### config.mk
export PLATFORM = sky130hd
export DESIGN_NAME = morse_keying_decoder
export DESIGN_NICKNAME = d
export VERILOG_FILES = /design/src/rtl/core/mkd_pkg.sv /design/src/rtl/core/mkd_divider.sv /design/src/rtl/core/morse_keying_decoder.sv
export SDC_FILE = /design/constraint.sdc
export NUM_CORES = 2
export LEC_CHECK = 0
export BUFFER_PORTS_ARGS = -buffer_cell sky130_fd_sc_hd__buf_2
export CORE_ASPECT_RATIO = 1.2
export CORE_MARGIN = 2
export CORE_UTILIZATION = 35
export CTS_BUF_LIST = sky130_fd_sc_hd__clkbuf_8
export CTS_CLUSTER_DIAMETER = 30
export DETAILED_ROUTE_END_ITERATION = 16
export GPL_ROUTABILITY_DRIVEN = 0
export PLACE_DENSITY = 0.5
export SLEW_MARGIN = 10
export SYNTH_ARGS = -nofsm -noshare
export SYNTH_HDL_FRONTEND = slang
export SYNTH_SLANG_ARGS = --single-unit
### constraint.sdc
create_clock -name clock -period 27.1 [get_ports clock]
set_input_delay 2.71 -clock clock [delete_from_list [all_inputs] [get_ports clock]]
set_output_delay 2.71 -clock clock [all_outputs]
set_load 0.005 [all_outputs]
### src/rtl/core/mkd_pkg.sv
//------------------------------------------------------------------------------
// mkd_pkg
// Types, constants and the Morse lookup function for the keying decoder.
//------------------------------------------------------------------------------
`default_nettype none
package mkd_pkg;

   localparam int UNIT_W = 24;

   typedef enum logic [1:0] {
      KIND_CHAR   = 2'd0,
      KIND_SPACE  = 2'd1,
      KIND_EXPIRE = 2'd2
   } kind_type;

   typedef enum logic [1:0] {
      CSR_HOP_TIME  = 2'd0,
      CSR_DEBOUNCE  = 2'd1,
      CSR_GLITCH    = 2'd2,
      CSR_IDLE_LIM  = 2'd3
   } csr_index_type;

   typedef enum logic [3:0] {
      ST_IDLE,
      ST_MARK_MUL,
      ST_MARK_TRACK,
      ST_WPM_MUL,
      ST_WPM_DIV,
      ST_WPM_END,
      ST_GAP,
      ST_GAP_TRACK,
      ST_IDLE_ACCT,
      ST_EMIT
   } state_type;

   typedef struct packed {
      logic       start;
      logic [5:0] steps;
   } div_ctl_type;

   function automatic logic [6:0] morse_lookup(input logic [6:0] bits,
                                               input logic [2:0] len);
      logic [6:0] c;
      c = 7'd0;
      case ({len, bits})
         {3'd2, 7'b0000001}: c = 7'h41;
         {3'd4, 7'b0001000}: c = 7'h42;
         {3'd4, 7'b0001010}: c = 7'h43;
         {3'd3, 7'b0000100}: c = 7'h44;
         {3'd1, 7'b0000000}: c = 7'h45;
         {3'd4, 7'b0000010}: c = 7'h46;
         {3'd3, 7'b0000110}: c = 7'h47;
         {3'd4, 7'b0000000}: c = 7'h48;
         {3'd2, 7'b0000000}: c = 7'h49;
         {3'd4, 7'b0000111}: c = 7'h4A;
         {3'd3, 7'b0000101}: c = 7'h4B;
         {3'd4, 7'b0000100}: c = 7'h4C;
         {3'd2, 7'b0000011}: c = 7'h4D;
         {3'd2, 7'b0000010}: c = 7'h4E;
         {3'd3, 7'b0000111}: c = 7'h4F;
         {3'd4, 7'b0000110}: c = 7'h50;
         {3'd4, 7'b0001101}: c = 7'h51;
         {3'd3, 7'b0000010}: c = 7'h52;
         {3'd3, 7'b0000000}: c = 7'h53;
         {3'd1, 7'b0000001}: c = 7'h54;
         {3'd3, 7'b0000001}: c = 7'h55;
         {3'd4, 7'b0000001}: c = 7'h56;
         {3'd3, 7'b0000011}: c = 7'h57;
         {3'd4, 7'b0001001}: c = 7'h58;
         {3'd4, 7'b0001011}: c = 7'h59;
         {3'd4, 7'b0001100}: c = 7'h5A;
         {3'd5, 7'b0011111}: c = 7'h30;
         {3'd5, 7'b0001111}: c = 7'h31;
         {3'd5, 7'b0000111}: c = 7'h32;
         {3'd5, 7'b0000011}: c = 7'h33;
         {3'd5, 7'b0000001}: c = 7'h34;
         {3'd5, 7'b0000000}: c = 7'h35;
         {3'd5, 7'b0010000}: c = 7'h36;
         {3'd5, 7'b0011000}: c = 7'h37;
         {3'd5, 7'b0011100}: c = 7'h38;
         {3'd5, 7'b0011110}: c = 7'h39;
         {3'd5, 7'b0010010}: c = 7'h2F;
         {3'd6, 7'b0110011}: c = 7'h2C;
         {3'd6, 7'b0010101}: c = 7'h2E;
         {3'd6, 7'b0001100}: c = 7'h3F;
         {3'd5, 7'b0010001}: c = 7'h3D;
         {3'd5, 7'b0001010}: c = 7'h2B;
         {3'd5, 7'b0010110}: c = 7'h28;
         default:            c = 7'd0;
      endcase
      return c;
   endfunction

endpackage
`default_nettype wire

### src/rtl/core/mkd_divider.sv
//------------------------------------------------------------------------------
// mkd_divider
// Restoring divider, one quotient bit per cycle, for the unit trackers and
// the speed estimate.
//------------------------------------------------------------------------------
`default_nettype none
module mkd_divider
   import mkd_pkg::*;
#(
   parameter int W = 48
) (
   input  wire logic         clock,
   input  wire logic         reset,
   input  wire div_ctl_type  ctl,
   input  wire logic [W-1:0] dividend,
   input  wire logic [W-1:0] divisor,
   output logic              busy,
   output logic [W-1:0]      quotient
);

   logic [W-1:0] rem_ff, rem_in;
   logic [W-1:0] quo_ff, quo_in;
   logic [W-1:0] den_ff, den_in;
   logic [5:0]   cnt_ff, cnt_in;
   logic [W:0]   trial;
   logic [W:0]   shifted;

   always_comb begin
      rem_in  = rem_ff;
      quo_in  = quo_ff;
      den_in  = den_ff;
      cnt_in  = cnt_ff;
      shifted = {rem_ff, quo_ff[W-1]};
      trial   = shifted - {1'b0, den_ff};
      if (ctl.start) begin
         rem_in = '0;
         quo_in = dividend;
         den_in = divisor;
         cnt_in = ctl.steps;
      end else if (cnt_ff != 6'd0) begin
         if (!trial[W]) begin
            rem_in = trial[W-1:0];
            quo_in = {quo_ff[W-2:0], 1'b1};
         end else begin
            rem_in = shifted[W-1:0];
            quo_in = {quo_ff[W-2:0], 1'b0};
         end
         cnt_in = cnt_ff - 6'd1;
      end
   end

   always_ff @(posedge clock) begin
      if (reset) begin
         cnt_ff <= 6'd0;
      end else begin
         cnt_ff <= cnt_in;
      end
      rem_ff <= rem_in;
      quo_ff <= quo_in;
      den_ff <= den_in;
   end

   assign busy     = (cnt_ff != 6'd0);
   assign quotient = quo_ff;

endmodule
`default_nettype wire

### src/rtl/core/morse_keying_decoder.sv
//------------------------------------------------------------------------------
// morse_keying_decoder
// Adaptive Morse keying decoder for one carrier, one item per hop.
//------------------------------------------------------------------------------
// channel  direction  handshake        payload
// req      in         valid / stall    level, noise_floor
// rsp      out        valid / stall    kind, char_code, speed_wpm, last
// csr      in         write enable     index, data (16 bits)
//
// The input is stalled while an item is in progress; a mark runs up to two
// 48-step passes of the bit-serial divider (unit tracker, then speed
// estimate), a gap up to one tracker pass and up to two results.
// Reset is synchronous and clears the control and tracking state; CSR regs
// return to their defaults. Result stall holds the sequencer at the emit step.
//------------------------------------------------------------------------------
`default_nettype none
module morse_keying_decoder
   import mkd_pkg::*;
#(
   parameter int UNIT_FRAC_BITS = 8,
   parameter int MAX_SYMBOL_LEN = 7,
   parameter int LEVEL_BITS     = 16
) (
   input  wire logic                  clock,
   input  wire logic                  reset,
   input  wire logic                  req_valid,
   output logic                       req_stall,
   input  wire logic [LEVEL_BITS-1:0] req_level,
   input  wire logic [LEVEL_BITS-1:0] req_noise_floor,
   output logic                       rsp_valid,
   input  wire logic                  rsp_stall,
   output logic [1:0]                 rsp_kind,
   output logic [6:0]                 rsp_char_code,
   output logic [6:0]                 rsp_speed_wpm,
   output logic                       rsp_last,
   input  wire logic                  csr_write,
   input  wire logic [1:0]            csr_index,
   input  wire logic [15:0]           csr_data
);

   localparam int DW = 48;
   localparam logic [UNIT_W-1:0] UNIT_MAX = {UNIT_W{1'b1}};
   localparam logic [DW-1:0] ONE = DW'(1) << (UNIT_FRAC_BITS + 9);

   logic [15:0] hop_time_ff;
   logic [3:0]  debounce_ff;
   logic [4:0]  glitch_ff;
   logic [15:0] idle_lim_ff;

   state_type   state_ff, state_in;
   logic        raw_down_ff, raw_down_in;
   logic        key_down_ff, key_down_in;
   logic [3:0]  pend_ff, pend_in;
   logic [15:0] run_ff, run_in;
   logic [UNIT_W-1:0] mark_ff, mark_in;
   logic [UNIT_W-1:0] gapu_ff, gapu_in;
   logic [6:0]  sym_ff, sym_in;
   logic [2:0]  slen_ff, slen_in;
   logic [15:0] idle_ff, idle_in;
   logic [6:0]  wpm_ff, wpm_in;
   logic        started_ff, started_in;
   logic        lspace_ff, lspace_in;

   logic [UNIT_W-1:0] dq_ff, dq_in;
   logic [15:0] dur_ff, dur_in;
   logic        dah_ff, dah_in;
   logic [DW-1:0] acc_ff, acc_in;

   logic [1:0]  n_ff, n_in;
   logic [1:0]  okind_ff [2];
   logic [6:0]  ochar_ff [2];
   logic [6:0]  owpm_ff  [2];
   logic [1:0]  okind_in [2];
   logic [6:0]  ochar_in [2];
   logic [6:0]  owpm_in  [2];
   logic        osel_ff, osel_in;
   logic        track_up_ff, track_up_in;

   div_ctl_type   dctl;
   logic [DW-1:0] dnum, dden, dquo;
   logic          dbusy;

   mkd_divider #(.W(DW)) u_div (
      .clock    (clock),
      .reset    (reset),
      .ctl      (dctl),
      .dividend (dnum),
      .divisor  (dden),
      .busy     (dbusy),
      .quotient (dquo)
   );

   logic [LEVEL_BITS+3:0] lv2, fl9, fl5;
   logic [15:0] run_inc, dur_c;
   logic [3:0]  pend_inc;
   logic [UNIT_W+15:0] dq_wide;
   logic [UNIT_W-1:0]  gu;
   logic [UNIT_W+3:0]  dq5, gu9, gu2, gu6;
   logic [UNIT_W:0]    s_sum;
   logic [6:0]  ch;

   always_comb begin
      lv2      = {3'd0, req_level, 1'b0};
      fl9      = {4'd0, req_noise_floor} + {1'b0, req_noise_floor, 3'd0};
      fl5      = {4'd0, req_noise_floor} + {2'd0, req_noise_floor, 2'd0};
      run_inc  = (run_ff != 16'hFFFF) ? run_ff + 16'd1 : run_ff;
      pend_inc = (pend_ff != 4'hF) ? pend_ff + 4'd1 : pend_ff;
      dur_c    = (run_inc > {12'd0, pend_inc}) ? run_inc - {12'd0, pend_inc} : 16'd1;
      dq_wide  = {{UNIT_W{1'b0}}, dur_c} << UNIT_FRAC_BITS;
      gu       = (gapu_ff != '0) ? gapu_ff : mark_ff;
      dq5      = {4'd0, dq_ff} + {2'd0, dq_ff, 2'd0};
      gu9      = {4'd0, gu} + {1'b0, gu, 3'd0};
      gu2      = {3'd0, gu, 1'b0};
      gu6      = {3'd0, gu, 1'b0} + {2'd0, gu, 2'd0};
      s_sum    = {1'b0, mark_ff} + {1'b0, gu};
      ch       = morse_lookup(sym_ff, slen_ff);
   end

   always_comb begin
      state_in    = state_ff;
      raw_down_in = raw_down_ff;
      key_down_in = key_down_ff;
      pend_in     = pend_ff;
      run_in      = run_ff;
      mark_in     = mark_ff;
      gapu_in     = gapu_ff;
      sym_in      = sym_ff;
      slen_in     = slen_ff;
      idle_in     = idle_ff;
      wpm_in      = wpm_ff;
      started_in  = started_ff;
      lspace_in   = lspace_ff;
      dq_in       = dq_ff;
      dur_in      = dur_ff;
      dah_in      = dah_ff;
      acc_in      = acc_ff;
      n_in        = n_ff;
      okind_in    = okind_ff;
      ochar_in    = ochar_ff;
      owpm_in     = owpm_ff;
      osel_in     = osel_ff;
      track_up_in = track_up_ff;
      dctl.start  = 1'b0;
      dctl.steps  = 6'd0;
      dnum        = '0;
      dden        = '0;
      req_stall   = (state_ff != ST_IDLE);
      rsp_valid   = 1'b0;

      case (state_ff)
         ST_IDLE: begin
            if (req_valid) begin
               n_in = 2'd0;
               osel_in = 1'b0;
               if (!raw_down_ff && lv2 > fl9) raw_down_in = 1'b1;
               else if (raw_down_ff && lv2 < fl5) raw_down_in = 1'b0;
               run_in = run_inc;
               state_in = ST_IDLE_ACCT;
               if (raw_down_in != key_down_ff) begin
                  pend_in = pend_inc;
                  if (pend_inc >= debounce_ff) begin
                     dur_in = dur_c;
                     dq_in  = (dq_wide > {16'd0, UNIT_MAX}) ? UNIT_MAX : dq_wide[UNIT_W-1:0];
                     key_down_in = raw_down_in;
                     run_in = {12'd0, pend_inc};
                     pend_in = 4'd0;
                     if (key_down_ff) begin
                        if (dur_c < {11'd0, glitch_ff}) state_in = ST_EMIT;
                        else state_in = ST_MARK_MUL;
                     end else if (mark_ff != '0) begin
                        state_in = ST_GAP;
                     end
                  end
               end else begin
                  pend_in = 4'd0;
               end
            end
         end
         ST_MARK_MUL: begin
            dah_in = (mark_ff != '0) && (dq5 > {4'd0, mark_ff} + {1'b0, mark_ff, 3'd0});
            state_in = ST_WPM_MUL;
            if (!(mark_ff != '0 && dq5 > {4'd0, mark_ff} + {1'b0, mark_ff, 3'd0})) begin
               if (mark_ff == '0) begin
                  mark_in = dq_ff;
               end else begin
                  dctl.start = 1'b1;
                  dctl.steps = 6'(DW);
                  track_up_in = (dq_ff >= mark_ff);
                  if (dq_ff < mark_ff) begin
                     dnum = DW'({(mark_ff - dq_ff), 1'b0}) + DW'(2);
                     dden = DW'(5);
                  end else begin
                     dnum = DW'(dq_ff - mark_ff) + DW'(25);
                     dden = DW'(50);
                  end
                  state_in = ST_MARK_TRACK;
               end
            end
            if (slen_ff >= 3'(MAX_SYMBOL_LEN)) begin
               slen_in = 3'd7;
            end else begin
               sym_in  = {sym_ff[5:0], dah_in};
               slen_in = slen_ff + 3'd1;
            end
         end
         ST_MARK_TRACK: begin
            if (!dbusy && !dctl.start) begin
               mark_in = track_up_ff ? mark_ff + dquo[UNIT_W-1:0]
                                     : mark_ff - dquo[UNIT_W-1:0];
               state_in = ST_WPM_MUL;
            end
         end
         ST_WPM_MUL: begin
            acc_in = DW'(s_sum) * DW'(hop_time_ff);
            state_in = ST_WPM_DIV;
         end
         ST_WPM_DIV: begin
            if (acc_ff < ONE) begin
               wpm_in = 7'd80;
               state_in = ST_IDLE_ACCT;
            end else begin
               dctl.start = 1'b1;
               dctl.steps = 6'(DW);
               dnum = (ONE * DW'(2400)) + acc_ff;
               dden = {acc_ff[DW-2:0], 1'b0};
               state_in = ST_WPM_END;
            end
         end
         ST_WPM_END: begin
            if (!dbusy && !dctl.start) begin
               if (dquo < DW'(5)) wpm_in = 7'd5;
               else if (dquo > DW'(80)) wpm_in = 7'd80;
               else wpm_in = dquo[6:0];
               state_in = ST_IDLE_ACCT;
            end
         end
         ST_GAP: begin
            state_in = ST_IDLE_ACCT;
            if ({4'd0, dq_ff} >= gu2 && slen_ff != 3'd0) begin
               if (ch != 7'd0) begin
                  okind_in[0] = KIND_CHAR;
                  ochar_in[0] = ch;
                  owpm_in[0]  = wpm_ff;
                  n_in = 2'd1;
                  started_in = 1'b1;
                  lspace_in = 1'b0;
               end
               sym_in = 7'd0;
               slen_in = 3'd0;
               idle_in = 16'd0;
            end
            if ({4'd0, dq_ff} >= gu6 && started_in && !lspace_in) begin
               okind_in[n_in[0]] = KIND_SPACE;
               ochar_in[n_in[0]] = 7'd32;
               owpm_in[n_in[0]]  = wpm_ff;
               n_in = n_in + 2'd1;
               lspace_in = 1'b1;
            end
            if (dq5 < gu9 && dur_ff >= {11'd0, glitch_ff}) begin
               if (gapu_ff == '0) begin
                  gapu_in = dq_ff;
               end else begin
                  dctl.start = 1'b1;
                  dctl.steps = 6'(DW);
                  track_up_in = (dq_ff >= gapu_ff);
                  if (dq_ff < gapu_ff) begin
                     dnum = DW'({(gapu_ff - dq_ff), 1'b0}) + DW'(2);
                     dden = DW'(5);
                  end else begin
                     dnum = DW'(dq_ff - gapu_ff) + DW'(25);
                     dden = DW'(50);
                  end
                  state_in = ST_GAP_TRACK;
               end
            end else if (gapu_ff == '0 && dur_ff >= {11'd0, glitch_ff}) begin
               gapu_in = dq_ff;
            end
         end
         ST_GAP_TRACK: begin
            if (!dbusy && !dctl.start) begin
               gapu_in = track_up_ff ? gapu_ff + dquo[UNIT_W-1:0]
                                     : gapu_ff - dquo[UNIT_W-1:0];
               state_in = ST_IDLE_ACCT;
            end
         end
         ST_IDLE_ACCT: begin
            state_in = ST_EMIT;
            if (!key_down_ff && slen_ff == 3'd0) begin
               if (idle_ff != 16'hFFFF) idle_in = idle_ff + 16'd1;
            end else begin
               idle_in = 16'd0;
            end
            if (idle_in > idle_lim_ff && n_ff != 2'd2) begin
               okind_in[n_ff[0]] = KIND_EXPIRE;
               ochar_in[n_ff[0]] = 7'd0;
               owpm_in[n_ff[0]]  = wpm_ff;
               n_in = n_ff + 2'd1;
               raw_down_in = 1'b0;
               key_down_in = 1'b0;
               pend_in = 4'd0;
               run_in = 16'd0;
               mark_in = '0;
               gapu_in = '0;
               sym_in = 7'd0;
               slen_in = 3'd0;
               idle_in = 16'd0;
               wpm_in = 7'd0;
               started_in = 1'b0;
               lspace_in = 1'b0;
            end
         end
         ST_EMIT: begin
            if (n_ff == 2'd0 || {1'b0, osel_ff} >= n_ff) begin
               state_in = ST_IDLE;
            end else begin
               rsp_valid = 1'b1;
               if (!rsp_stall) begin
                  osel_in = 1'b1;
                  if ({1'b0, osel_ff} + 2'd1 >= n_ff) state_in = ST_IDLE;
               end
            end
         end
         default: state_in = ST_IDLE;
      endcase
   end

   assign rsp_kind      = okind_ff[osel_ff];
   assign rsp_char_code = ochar_ff[osel_ff];
   assign rsp_speed_wpm = owpm_ff[osel_ff];
   assign rsp_last      = ({1'b0, osel_ff} + 2'd1 == n_ff);

   always_ff @(posedge clock) begin
      if (reset) begin
         state_ff    <= ST_IDLE;
         hop_time_ff <= 16'd683;
         debounce_ff <= 4'd2;
         glitch_ff   <= 5'd6;
         idle_lim_ff <= 16'd1875;
         raw_down_ff <= 1'b0;
         key_down_ff <= 1'b0;
         pend_ff     <= 4'd0;
         run_ff      <= 16'd0;
         mark_ff     <= '0;
         gapu_ff     <= '0;
         sym_ff      <= 7'd0;
         slen_ff     <= 3'd0;
         idle_ff     <= 16'd0;
         wpm_ff      <= 7'd0;
         started_ff  <= 1'b0;
         lspace_ff   <= 1'b0;
         n_ff        <= 2'd0;
         osel_ff     <= 1'b0;
      end else begin
         state_ff    <= state_in;
         raw_down_ff <= raw_down_in;
         key_down_ff <= key_down_in;
         pend_ff     <= pend_in;
         run_ff      <= run_in;
         mark_ff     <= mark_in;
         gapu_ff     <= gapu_in;
         sym_ff      <= sym_in;
         slen_ff     <= slen_in;
         idle_ff     <= idle_in;
         wpm_ff      <= wpm_in;
         started_ff  <= started_in;
         lspace_ff   <= lspace_in;
         n_ff        <= n_in;
         osel_ff     <= osel_in;
         if (csr_write) begin
            case (csr_index_type'(csr_index))
               CSR_HOP_TIME: hop_time_ff <= csr_data;
               CSR_DEBOUNCE: debounce_ff <= csr_data[3:0];
               CSR_GLITCH:   glitch_ff   <= csr_data[4:0];
               CSR_IDLE_LIM: idle_lim_ff <= csr_data;
               default:      hop_time_ff <= hop_time_ff;
            endcase
         end
      end
      dq_ff       <= dq_in;
      dur_ff      <= dur_in;
      dah_ff      <= dah_in;
      acc_ff      <= acc_in;
      okind_ff    <= okind_in;
      ochar_ff    <= ochar_in;
      owpm_ff     <= owpm_in;
      track_up_ff <= track_up_in;
   end

endmodule
`default_nettype wire
==> impl_metrics.py <==
metrics = {
    "clock_tree": {
        "cts_tree": "done",
        "cts.hold.buffers_added": 0,
        "worst_skew_pair.late_latency_ns": 0.85,
        "clk_pin_slew_ns": 0.05,
        "cts.sinks": 387,
        "numCtsBuffers": 115,
        "h-tree-depth": 3,
        "root_buffer": "clkbuf_8",
        "cts_buffer_depth": 3,
        "cts.repair.resized": 0,
        "cts_setup_buffers": 0,
    },
    "sta": {
        "grt_setup_unrepaired": "false",
        "fin_crit_ns": 11.70,
        "setup_violations": 0,
        "final_hold_viol_count": 0,
        "setup_tns_ns": 0,
        "max_freq_mhz": 85.5,
        "fin_skew_ns": 0.0829,
        "slew_headroom_pct": 13.6,
        "worstMarginPinSlew_ns": 1.26,
        "fin_crit_sh_pct": 43.2,
        "drv_slew": 0,
    },
    "die": {
        "start_util_pct": 35.2,
        "core_area_um2": 149000,
        "dieArea_um2": 152000,
        "die_x_um": 357,
        "rows": 155,
        "io_pins": 74,
        "dieHeight_um": 427,
    },
    "cells_and_area": {
        "drive_gt1_share_pct": 7.86,
        "layout_commonest_cell": "inv_1",
        "area_growth_pct": 10.4,
        "final_cell_mix": "652 x inv_1, 647 x nand2_1, 549 x ha_1",
        "fin_nets": 7386,
    },
    "setup_path": {
        "cp.arrival_ns": 12.29,
        "critPathKind": "flop to flop",
        "cp-startpoint": "gapu_ff[1]$_SDFFE_PP0P_",
        "critPathRequiredTime_ns": 27.69,
        "endpoint_kind": "flop",
        "cpMaxStageDelayCell": "nor4b_4",
        "cp-start-kind": "flop",
        "rrSetupSlack_ns": 15.40,
        "r2r_cells": 39,
        "cp_slowest_stage_delay_ns": 0.66,
        "critPathMostFrequentCell": "fa_1",
        "worstPathMaxFanout": 18,
        "r2r_start": "gapu_ff[1]$_SDFFE_PP0P_",
    },
    "worst_hold_path": {
        "whs_path_depth": 2,
        "hold_path_startpoint": "idle_lim_ff[7]$_SDFFE_PP0P_",
        "hold_path.class": "flop to flop",
    },
    "synthesis": {
        "syn_area_per_cell_um2": 8.14,
        "syn_nets": 7360,
        "yosysWarningCount": 0,
        "syn-cell-area_um2": 52300,
        "ys_seq_area_share_pct": 18.3,
        "async_reset_ff_share_pct": 0,
        "synthFlopType": "dfxtp_1",
        "ys_types": 125,
        "synth-edff-count": 180,
        "ys_ff_latch": 387,
        "synth_cells": 6423,
    },
    "detailed_routing": {
        "firstDrtPassIters": 6,
        "drt_iter0_markers": 3715,
        "drt_wl_total_mm": 185,
        "post_drt_via_cell_ratio": 5.61,
        "vias": 47800,
        "wl_per_cell_um": 21.8,
        "drc": 0,
        "drt.antenna.violating_nets": 0,
    },
    "grt": {
        "grt_pass1_wl_mm": 283,
        "grt_usage_pct": 24.0,
        "grt_max_degree": 91,
        "grt_overflow": 0,
        "antenna_found_initial": 10,
        "grt_pass1_vias": 47300,
    },
    "job": {
        "drv_cap": 0,
    },
    "placement": {
        "numPortBuffers": 73,
        "dp_hpwl_mm": 145,
    },
    "run_status": {
        "outcome": "finished clean",
    },
}
==> sequential cells by signal, summed over array words and instances (netlist names), 5 cells and up <==
name            flops
gapu_ff            24
sym_ff              7
glitch_ff           5
idle_ff            16
u_div.quotient     48
hop_time_ff        16
owpm_ff            14
u_div.rem_ff       48
run_ff             16
u_div.den_ff       42
acc_ff             41
ochar_ff           14
u_div.cnt_ff        6
dq_ff              16
mark_ff            24
idle_lim_ff        16
wpm_ff              7
==> per-layer routing <==
metal / GRT usage (%) / up-vias / part of all wire, %
met5: 0 / - / 0.032
met4: 10.8 / 8 / 4.8
met3: 2.90 / 382 / 5.4
met2: 41.2 / 1493 / 48
met1: 30.0 / 23200 / 42
li1: - / 22700 / -
==> kinds of logic after synthesis <==
| group | Yosys count | share of synthesized area [%] |
|---|---|---|
| AO/OA/AOI/OAI | 1603 | 20.2 |
| XOR/XNOR | 421 | 7.07 |
| adder cells (fa/ha/maj) | 883 | 25.9 |
| buffers and inverters | 908 | 6.78 |
| flip-flops | 387 | 18.3 |
| multiplexers | 49 | 0.981 |
| AND/OR/NAND/NOR | 2172 | 20.8 |
==> synthesized netlist by cell type (64+ instances only) <==
cell      count  area share [%]
a21oi_1     458             4.4
a31oi_1      79            0.95
fa_1        333              13
nor3_1      146             1.4
inv_1       630             4.5
and2_1      246             2.9
nor4_1       64            0.77
dfxtp_1     207             7.9
nor2_1      475             3.4
edfxtp_1    180              10
a211oi_1     83             1.2
a21o_1      140             2.0
xnor2_1     261             4.4
xor2_1      159             2.7
nand3_1     134             1.3
ha_1        549              13
o21a_1       78             1.1
o21ai_0     278             2.7
nand4_1      65            0.78
clkbuf_1    226             1.6
nand2_1     648             4.7
==> worst paths after layout <==
check | endpoint
setup / recovery | acc_ff[40]$_DFFE_PP_
hold reg to reg | idle_lim_ff[7]$_SDFFE_PP0P_
hold / removal | idle_lim_ff[7]$_SDFFE_PP0P_
setup reg to reg | acc_ff[40]$_DFFE_PP_
==> worst max-delay path: cells and delay by family, from the launching register on <==
family,cells,cell delay [ns]
XOR/XNOR,1,0.17
adder cells (fa/ha/maj),10,4.57
AND/OR/NAND/NOR,7,1.90
flip-flops,1,0.44
buffers and inverters,5,0.65
AO/OA/AOI/OAI,16,3.71
==> layout make-up <==
class	count	area, um^2
Fill cell	15500	90800
Multi-Input combinational cell	5128	39300
Sequential cell	387	9550
Tap cell	1962	2450
Inverter	634	2380
Clock buffer	130	1790
Timing Repair Buffer	183	1200
Clock inverter	90	1010
Antenna cell	2	5.00
==> per-stage QoR <==
stage	utilization [%]	cell area, um^2	setup WS, ns	cells	hold slack (ns)
floorplan	-	52300	16.96	6423	0.434
global placement	37.0	54900	15.77	8294	0.446
detailed placement	37.0	54900	15.57	8294	0.451
CTS	38.9	57700	15.47	8514	0.458
global route	38.9	57700	14.51	8515	0.485
finish	38.9	57700	15.40	8516	0.453
Power is not shown: default switching activity piles up to over one toggle a cycle in this logic, so the estimate is an artifact.
